$ cat config.mk
export PLATFORM = sky130hd
export DESIGN_NAME = gtr_useq
export DESIGN_NICKNAME = d
export VERILOG_FILES = /design/src/rtl/gtr_pkg.sv /design/src/rtl/gtr_useq.sv
export SDC_FILE = /design/constraint.sdc
export NUM_CORES = 1
export LEC_CHECK = 0
export BUFFER_PORTS_ARGS = -buffer_cell sky130_fd_sc_hd__buf_2
export CELL_PAD_IN_SITES_DETAIL_PLACEMENT = 1
export CELL_PAD_IN_SITES_GLOBAL_PLACEMENT = 2
export CORE_UTILIZATION = 23
export DETAILED_ROUTE_END_ITERATION = 6
export PLACE_DENSITY_LB_ADDON = 0.05
export SLEW_MARGIN = 20
export SYNTH_ARGS = -nofsm -noshare
export SYNTH_HDL_FRONTEND = slang
export SYNTH_SLANG_ARGS = --single-unit
$ cat constraint.sdc
create_clock -name clk -period 2.53 [get_ports clk]
set_input_delay 0.6325 -clock clk [delete_from_list [all_inputs] [get_ports clk]]
set_output_delay 0.6325 -clock clk [all_outputs]
set_load 0.005 [all_outputs]
$ cat src/rtl/gtr_pkg.sv
`default_nettype none
package gtr_pkg;

    localparam int DISPLAY_WIDTH  = 160;
    localparam int DISPLAY_HEIGHT = 48;
    localparam int ROW_BYTES      = (DISPLAY_WIDTH + 7) / 8;
    localparam int FB_BYTES       = ROW_BYTES * DISPLAY_HEIGHT;
    localparam int FB_AW          = (FB_BYTES > 1) ? $clog2(FB_BYTES) : 1;
    localparam int ROW_AW         = (DISPLAY_HEIGHT > 1) ? $clog2(DISPLAY_HEIGHT) : 1;
    localparam int CNT_W          = (FB_AW > 4) ? FB_AW + 1 : 5;

    localparam int GLYPH_COLS  = 5;
    localparam int DRAW_BYTES  = 16;
    localparam int CURSOR_W    = 10;
    localparam int ADVANCE     = 6;
    localparam int CURSOR_MAX  = 1023;
    localparam logic [5:0] START_ROW_RESET = 6'd20;

    // item opcodes
    localparam logic [1:0] OP_CLEAR = 2'd0;
    localparam logic [1:0] OP_DRAW  = 2'd1;
    localparam logic [1:0] OP_READ  = 2'd2;

    // configuration register indexes
    localparam logic REG_START_COLUMN = 1'b0;
    localparam logic REG_START_ROW    = 1'b1;

    typedef enum logic [3:0] {
        ST_INIT,
        ST_IDLE,
        ST_DISPATCH,
        ST_CLEAR,
        ST_CLEAR_END,
        ST_READ,
        ST_READ_END,
        ST_LOOKUP,
        ST_DRAW_RD,
        ST_DRAW_RMW,
        ST_DRAW_END,
        ST_NULL_END
    } step_t;

    typedef enum logic [1:0] {
        JMP_NEXT,
        JMP_GOTO,
        JMP_IF,
        JMP_DISPATCH
    } jmp_t;

    typedef enum logic [1:0] {
        COND_NO_START,
        COND_CLR_MORE,
        COND_DRAW_MORE,
        COND_NO_GLYPH
    } cond_t;

    typedef struct packed {
        jmp_t  jmp;
        cond_t cond;
        step_t target;
        logic  cnt_clr;
        logic  cnt_inc;
        logic  zero_wr;
        logic  draw_rd;
        logic  draw_wr;
        logic  byte_rd;
        logic  glyph_ld;
        logic  cursor_ld;
        logic  cursor_adv;
        logic  emit;
        logic  emit_byte;
        logic  emit_found;
    } ctl_t;

    typedef struct packed {
        logic       start;
        logic [1:0] opcode;
        logic       clr_last;
        logic       draw_last;
        logic       glyph_found;
    } stat_t;

    typedef struct packed {
        logic             we;
        logic [FB_AW-1:0] waddr;
        logic [7:0]       wdata;
        logic             re;
        logic [FB_AW-1:0] raddr;
    } ram_req_t;

    typedef struct packed {
        logic                        found;
        logic [GLYPH_COLS-1:0][7:0]  cols;
    } glyph_t;

    function automatic glyph_t mk_glyph(input logic [7:0] c0, input logic [7:0] c1,
                                        input logic [7:0] c2, input logic [7:0] c3,
                                        input logic [7:0] c4);
        glyph_t g;
        g.found   = 1'b1;
        g.cols[0] = c0;
        g.cols[1] = c1;
        g.cols[2] = c2;
        g.cols[3] = c3;
        g.cols[4] = c4;
        return g;
    endfunction

    // Font ROM: lower case folds onto upper case.
    function automatic glyph_t glyph_lookup(input logic [7:0] code);
        logic [7:0] c;
        glyph_t     g;
        c = code;
        if (code >= "a" && code <= "z")
            c = code - 8'd32;
        g = '0;
        case (c)
            "A": g = mk_glyph(8'h7E, 8'h09, 8'h09, 8'h09, 8'h7E);
            "B": g = mk_glyph(8'h7F, 8'h49, 8'h49, 8'h49, 8'h36);
            "C": g = mk_glyph(8'h3E, 8'h41, 8'h41, 8'h41, 8'h22);
            "D": g = mk_glyph(8'h7F, 8'h41, 8'h41, 8'h41, 8'h3E);
            "E": g = mk_glyph(8'h7F, 8'h49, 8'h49, 8'h49, 8'h41);
            "F": g = mk_glyph(8'h7F, 8'h09, 8'h09, 8'h01, 8'h01);
            "G": g = mk_glyph(8'h3E, 8'h41, 8'h49, 8'h49, 8'h3A);
            "H": g = mk_glyph(8'h7F, 8'h08, 8'h08, 8'h08, 8'h7F);
            "I": g = mk_glyph(8'h41, 8'h41, 8'h7F, 8'h41, 8'h41);
            "J": g = mk_glyph(8'h20, 8'h40, 8'h41, 8'h3F, 8'h01);
            "K": g = mk_glyph(8'h7F, 8'h08, 8'h14, 8'h22, 8'h41);
            "L": g = mk_glyph(8'h7F, 8'h40, 8'h40, 8'h40, 8'h40);
            "M": g = mk_glyph(8'h7F, 8'h02, 8'h0C, 8'h02, 8'h7F);
            "N": g = mk_glyph(8'h7F, 8'h04, 8'h08, 8'h10, 8'h7F);
            "O": g = mk_glyph(8'h3E, 8'h41, 8'h41, 8'h41, 8'h3E);
            "P": g = mk_glyph(8'h7F, 8'h09, 8'h09, 8'h09, 8'h06);
            "R": g = mk_glyph(8'h7F, 8'h09, 8'h19, 8'h29, 8'h46);
            "S": g = mk_glyph(8'h26, 8'h49, 8'h49, 8'h49, 8'h32);
            "T": g = mk_glyph(8'h01, 8'h01, 8'h7F, 8'h01, 8'h01);
            "U": g = mk_glyph(8'h3F, 8'h40, 8'h40, 8'h40, 8'h3F);
            "W": g = mk_glyph(8'h3F, 8'h40, 8'h38, 8'h40, 8'h3F);
            " ": g = mk_glyph(8'h00, 8'h00, 8'h00, 8'h00, 8'h00);
            "0": g = mk_glyph(8'h3E, 8'h45, 8'h49, 8'h51, 8'h3E);
            "1": g = mk_glyph(8'h21, 8'h21, 8'h7F, 8'h01, 8'h01);
            "2": g = mk_glyph(8'h21, 8'h43, 8'h45, 8'h49, 8'h31);
            "3": g = mk_glyph(8'h42, 8'h41, 8'h51, 8'h69, 8'h46);
            "4": g = mk_glyph(8'h0F, 8'h08, 8'h08, 8'h7F, 8'h08);
            default: g = '0;
        endcase
        return g;
    endfunction

endpackage
`default_nettype wire

$ cat src/rtl/gtr_useq.sv
`default_nettype none
module gtr_useq (
    input  wire logic          clk,
    input  wire logic          rst_n,
    input  wire gtr_pkg::stat_t stat,
    output gtr_pkg::ctl_t      ctl,
    output logic               busy
);
    import gtr_pkg::*;

    step_t step_reg;
    step_t step_next;
    logic  cond_true;

    // control store: one word per step
    function automatic ctl_t ucode_word(input step_t s);
        ctl_t w;
        w        = '0;
        w.jmp    = JMP_NEXT;
        w.cond   = COND_NO_START;
        w.target = ST_IDLE;
        case (s)
            ST_INIT:
            begin
                w.zero_wr = 1'b1;
                w.cnt_inc = 1'b1;
                w.jmp     = JMP_IF;
                w.cond    = COND_CLR_MORE;
                w.target  = ST_INIT;
            end
            ST_IDLE:
            begin
                w.cnt_clr = 1'b1;
                w.jmp     = JMP_IF;
                w.cond    = COND_NO_START;
                w.target  = ST_IDLE;
            end
            ST_DISPATCH:
            begin
                w.jmp = JMP_DISPATCH;
            end
            ST_CLEAR:
            begin
                w.zero_wr = 1'b1;
                w.cnt_inc = 1'b1;
                w.jmp     = JMP_IF;
                w.cond    = COND_CLR_MORE;
                w.target  = ST_CLEAR;
            end
            ST_CLEAR_END:
            begin
                w.cursor_ld = 1'b1;
                w.emit      = 1'b1;
                w.jmp       = JMP_GOTO;
            end
            ST_READ:
            begin
                w.byte_rd = 1'b1;
            end
            ST_READ_END:
            begin
                w.emit      = 1'b1;
                w.emit_byte = 1'b1;
                w.jmp       = JMP_GOTO;
            end
            ST_LOOKUP:
            begin
                w.glyph_ld = 1'b1;
                w.jmp      = JMP_IF;
                w.cond     = COND_NO_GLYPH;
                w.target   = ST_NULL_END;
            end
            ST_DRAW_RD:
            begin
                w.draw_rd = 1'b1;
                w.cnt_inc = 1'b1;
            end
            ST_DRAW_RMW:
            begin
                w.draw_wr = 1'b1;
                w.draw_rd = 1'b1;
                w.cnt_inc = 1'b1;
                w.jmp     = JMP_IF;
                w.cond    = COND_DRAW_MORE;
                w.target  = ST_DRAW_RMW;
            end
            ST_DRAW_END:
            begin
                w.draw_wr    = 1'b1;
                w.cursor_adv = 1'b1;
                w.emit       = 1'b1;
                w.emit_found = 1'b1;
                w.jmp        = JMP_GOTO;
            end
            ST_NULL_END:
            begin
                w.emit = 1'b1;
                w.jmp  = JMP_GOTO;
            end
            default:
            begin
                w.jmp = JMP_GOTO;
            end
        endcase
        return w;
    endfunction

    always_ff @(posedge clk or negedge rst_n)
    begin
        if (!rst_n)
            step_reg <= ST_INIT;
        else
            step_reg <= step_next;
    end

    always_comb
    begin
        ctl  = ucode_word(step_reg);
        busy = (step_reg != ST_IDLE);

        case (ctl.cond)
            COND_NO_START:  cond_true = !stat.start;
            COND_CLR_MORE:  cond_true = !stat.clr_last;
            COND_DRAW_MORE: cond_true = !stat.draw_last;
            COND_NO_GLYPH:  cond_true = !stat.glyph_found;
            default:        cond_true = 1'b0;
        endcase

        case (ctl.jmp)
            JMP_NEXT:  step_next = step_t'(4'(step_reg + 4'd1));
            JMP_GOTO:  step_next = ctl.target;
            JMP_IF:    step_next = cond_true ? ctl.target : step_t'(4'(step_reg + 4'd1));
            JMP_DISPATCH:
            begin
                case (stat.opcode)
                    OP_CLEAR: step_next = ST_CLEAR;
                    OP_DRAW:  step_next = ST_LOOKUP;
                    OP_READ:  step_next = ST_READ;
                    default:  step_next = ST_NULL_END;
                endcase
            end
            default:   step_next = ST_IDLE;
        endcase
    end

endmodule
`default_nettype wire

Word level (Yosys, flattened, before mapping)
Index checks and enable logic that the tools add are counted.
{"block": "totals", "reg_bits": 4, "out_inout_bits": 21}
{"block": "op_classes", "add_sub_neg": 1, "eq_ne": 20, "n_mux": 17, "reduce_logical": 15}
{"operator": "6-bit case mux with 4 select lines", "n": 1}
{"operator": "4-bit by 3-bit == test with 1-bit output, second input constant", "n": 4}
{"operator": "4-bit == test, second input constant", "n": 4}
{"operator": "4-bit case mux with 4 select lines", "n": 1}
{"operator": "4-bit case mux with 3 select lines", "n": 1}
{"operator": "1-bit two-way mux", "n": 11}
{"operator": "2-bit == test, second input constant", "n": 5}
{"operator": "4-bit by 2-bit == test with 1-bit output, second input constant", "n": 2}
{"operator": "2-bit OR reduction", "n": 4}
{"operator": "4-bit OR reduction", "n": 2}
{"operator": "2-bit by 1-bit == test with 1-bit output, second input constant", "n": 3}
{"operator": "2-bit zero test", "n": 3}
{"operator": "2-bit case mux with 3 select lines", "n": 1}
{"operator": "5-bit OR reduction", "n": 1}
{"operator": "4-bit by 1-bit adder with 4-bit output, second input constant", "n": 1}
{"operator": "4-bit by 1-bit == test with 1-bit output, second input constant", "n": 1}
{"operator": "1-bit zero test", "n": 4}
{"operator": "4-bit zero test", "n": 1}
{"operator": "4-bit two-way mux", "n": 1}
{"operator": "4-bit by 1-bit != test with 1-bit output, second input constant", "n": 1}
{"operator": "1-bit case mux with 4 select lines", "n": 1}

Logic depth before layout (Yosys ltp)
{"block": "logic_depth", "word_depth": 6, "mapped_depth": 8, "mapped_depth_nobuf": 7}

Worst setup path after synthesis
OpenSTA, ideal clock, no wires.
{"block": "synth_path", "kind": "reg-to-output", "start": "reg step_reg[1]", "end": "out ctl[18] (netlist bit)", "t_arrival_ns": 1.377, "t_required_ns": 1.898, "setup_slack_ns": 0.521, "stages_incl_launch_ff": 8, "n_path_buf": 1, "cell_sequence": "dfrtp_1 > inv_1 > ha_1 > buf_2 > nor2_1 > nor2_1 > o211ai_1 > and2_1"}
{"item": "start: declaration", "line": "gtr_useq.sv:11", "text": "step_t step_reg;"}
{"item": "start signal: assignment", "line": "gtr_useq.sv:113", "text": "step_reg <= step_next;"}
{"item": "end: declaration", "line": "gtr_useq.sv:6", "text": "output gtr_pkg::ctl_t ctl,"}

==> flow_metrics.tcl <==
set metrics [dict create \
    syn_avg_cell_area_sq_um 7.73 \
    p_sw_share_pct 48.3 \
    slowest_delay_ns 0.40 \
    die_x_um 53.2 \
    synth_flop_cell "dfrtp_1" \
    worst_pin_slew_ns 0.470 \
    cts_sinks 4 \
    crit_chain "inv_1 > ha_4 > nor2_2 > nor2_1 > o211ai_1 > and2_1 > buf_2" \
    setup_viol 0 \
    cts_tree "done" \
    dr.pass1.iters 4 \
    power_density_mw_per_mm2 1370 \
    async_flop_share_pct 100 \
    max-vdd-ir-drop_uv 422 \
    outcome "finished clean" \
    cp.depth 7 \
    cp-endpoint "ctl[18]" \
    drtAntennaViolNets 0 \
    cp_data_arrival_time_ns 1.79 \
    startpoint_type "register" \
    critPathTopFamily "flip-flops" \
    numCtsBuffers 3 \
    fin_crit_sh_pct 95.7 \
    coreArea_sq_mm 0.00248 \
    netlist_area_sq_um 603 \
    p_leak_uw 0.000457 \
    cts_root_buffer "clkbuf_4" \
    final-hold-violation-count 0 \
    path_clk_slew_ns 0.04 \
    synth-seq-cells 4 \
    synth_fp_nets 92 \
    fin_tns_setup_ns 0 \
    start_util_pct 24.3 \
    numPortBuffers 27 \
    synthDistinctLibCells 33 \
    clk_latency_ns 0.24 \
    placedCellCount 131 \
    drc_errors 0 \
    crit_path_top_delay_cell "dfrtp_1" \
    drt_iter0_markers 8 \
    rows 18 \
    grt-ovfl-total 0 \
    layout_min_cycle_time_ns 2.42 \
    cp.required_ns 1.90 \
    postSynthCellCount 78 \
    timing.rr.start "step_reg[0]$_DFF_PN0_" \
    die_h_um 53.2 \
    combPwrFrac_pct 79.7 \
    final_cells 137 \
    clock_path_buffers 2 \
    area_delta_synth_final_pct 37.3 \
    gp_congestion 0.704 \
    drive_above_1_share_pct 44.9 \
    slew_violations 0 \
    slew_headroom_pct 67.8 \
    hold_ws_ns 0.191 \
    cp_max_fo 7 \
    fin_util_pct 33.4 \
    routedWlPerCell_um 14.6 \
    dieArea_sq_mm 0.00283 \
    drt-total-wl_um 2000 \
    yosysWarningCount 0 \
    power.switching_uw 550 \
    p_int_uw 589 \
    dpl_cell_area_sq_um 749 \
    worst-path-buf-inv 2 \
    clockPowerShare_pct 7.0 \
    startpoint "step_reg[1]$_DFF_PN0_" \
    ff2ff_path_depth 7 \
    dp_hpwl_um 1470 \
    largest_reg_flops 4 \
    io_pins 29 \
    synth_edf_count 0 \
    rrSetupSlack_ns 0.45 \
    fin_worst_skew_ns 0.00781 \
    grt.total_usage_pct 14.9 \
    fin_nets 123 \
    holdCritPathClass "input port to asynchronous set/reset pin" \
    fmax_mhz 413 \
    rr_endpoint "step_reg[1]$_DFF_PN0_" \
    drv_cap 0 \
    htree_num_levels 1 \
    grt_pass1_wl_um 3060 \
    antenna_found_initial 0 \
    grt_start_max_net_pins 12 \
    vias_per_cell 4.82 \
    critPathKind "register to output pin" \
    vias 661 \
    end_kind "output pin" \
    postCtsHoldBufs 0 \
    first_global_vias 651 \
    fill_cells 327 \
    p_seq_share_pct 13.3 \
    synth_seq_area_share_pct 16.6 \
    n_antenna_cell 0 \
    final_cell_area_sq_um 828 \
]
[worst min path at each step]
stage               start                     to  slack [ns]  cells after the start
finish              rst_n  step_reg[0]$_DFF_PN0_        0.19                      1
global route        rst_n  step_reg[0]$_DFF_PN0_        0.19                      1
CTS                 rst_n  step_reg[0]$_DFF_PN0_        0.19                      1
detailed placement  rst_n  step_reg[3]$_DFF_PN0_        0.44                      1
global placement    rst_n  step_reg[2]$_DFF_PN0_        0.44                      1
floorplan           rst_n  step_reg[0]$_DFF_PN0_        0.34                      0
[layer usage]
layer / vias up / global-route usage [%] / share of wire (%)
met5: - / 0 / 0
met4: 0 / 2.63 / 0.75
met1: 311 / 19.8 / 45
li1: 329 / - / -
met3: 2 / 1.72 / 3.4
met2: 19 / 25.4 / 51
[repair_timing]
action / CTS / global route
buffers inserted: 0 / 3
resized for setup: 0 / 8
setup endpoints to repair: 0 / 1
[worst reg2reg max path, cell delays in order, from the launching register on]
cell	delay, ns
dfrtp_2	0.43
buf_4	0.15
ha_2	0.24
nor2_1	0.15
o21ai_1	0.14
a221oi_4	0.37
o21ai_2	0.11
a221o_1	0.35
[cells in the mapped netlist (3+ instances only)]
cell type  count  area, sq um
nor2_1         6         22.5
a221o_1        3         30.0
buf_4          3         22.5
a21oi_1        3         15.0
o21ai_0        5         25.0
inv_1          9         33.8
nand3_1        3         15.0
dfrtp_1        4          100
ha_1           6         75.1
buf_2          3         15.0
and3_1         6         37.5
[kinds of logic (layout without fill, tap and decap cells)]
group | after synthesis | in the layout | share of synthesized area (%)
mux | 1 | 1 | 1.66
xor+xnor | 1 | 1 | 1.45
buf+inv | 16 | 45 | 13.7
simple gates | 27 | 27 | 24.3
other cells | 1 | 1 | 0.622
flops | 4 | 4 | 16.6
compound gates | 22 | 22 | 29.3
fa+ha+maj | 6 | 6 | 12.4
[cell usage in the layout (no fill, tap or decap), types with 2 or more instances in the layout]
| cell type | instances |
|---|---|
| ha_1 | 2 |
| o21ai_0 | 5 |
| nor2_1 | 5 |
| ha_2 | 2 |
| ha_4 | 2 |
| o21ai_2 | 2 |
| nand2_1 | 2 |
| and2_1 | 2 |
| buf_4 | 6 |
| inv_1 | 9 |
| clkbuf_4 | 3 |
| buf_2 | 27 |
| a21oi_1 | 3 |
| nand3_1 | 3 |
| nor2b_1 | 2 |
| a221o_1 | 3 |
| and3_1 | 6 |
| nor3_1 | 2 |
| dfrtp_1 | 3 |
[power by group through the flow]
stage / clock [uW] / sequential, uW / combinational (uW)
final: 80.0 / 152 / 907
after global routing: 90.5 / 157 / 1010
after CTS: 81.4 / 148 / 802
after detailed placement: 0 / 147 / 798
after global placement: 0 / 146 / 804
after floorplan: 0 / 115 / 553
[final cells by class]
class	count	area [sq um]	area share (%)
flip-flops and latches	4	101	12.2
clock buffers	3	22.5	2.72
well taps	30	37.5	4.53
inverters	9	33.8	4.08
repair buffers	33	180	21.8
multi-input cells	58	453	54.7
[metrics by stage]
step / setup slack (ns) / power (uW)
finish: 0.109 / 1140
CTS: 0.00732 / 1030
global placement: 0.324 / 950
floorplan: 0.521 / 668
detailed placement: 0.273 / 945
global route: -0.0319 / 1260
Note: power is estimated with default switching activity, not from simulation.
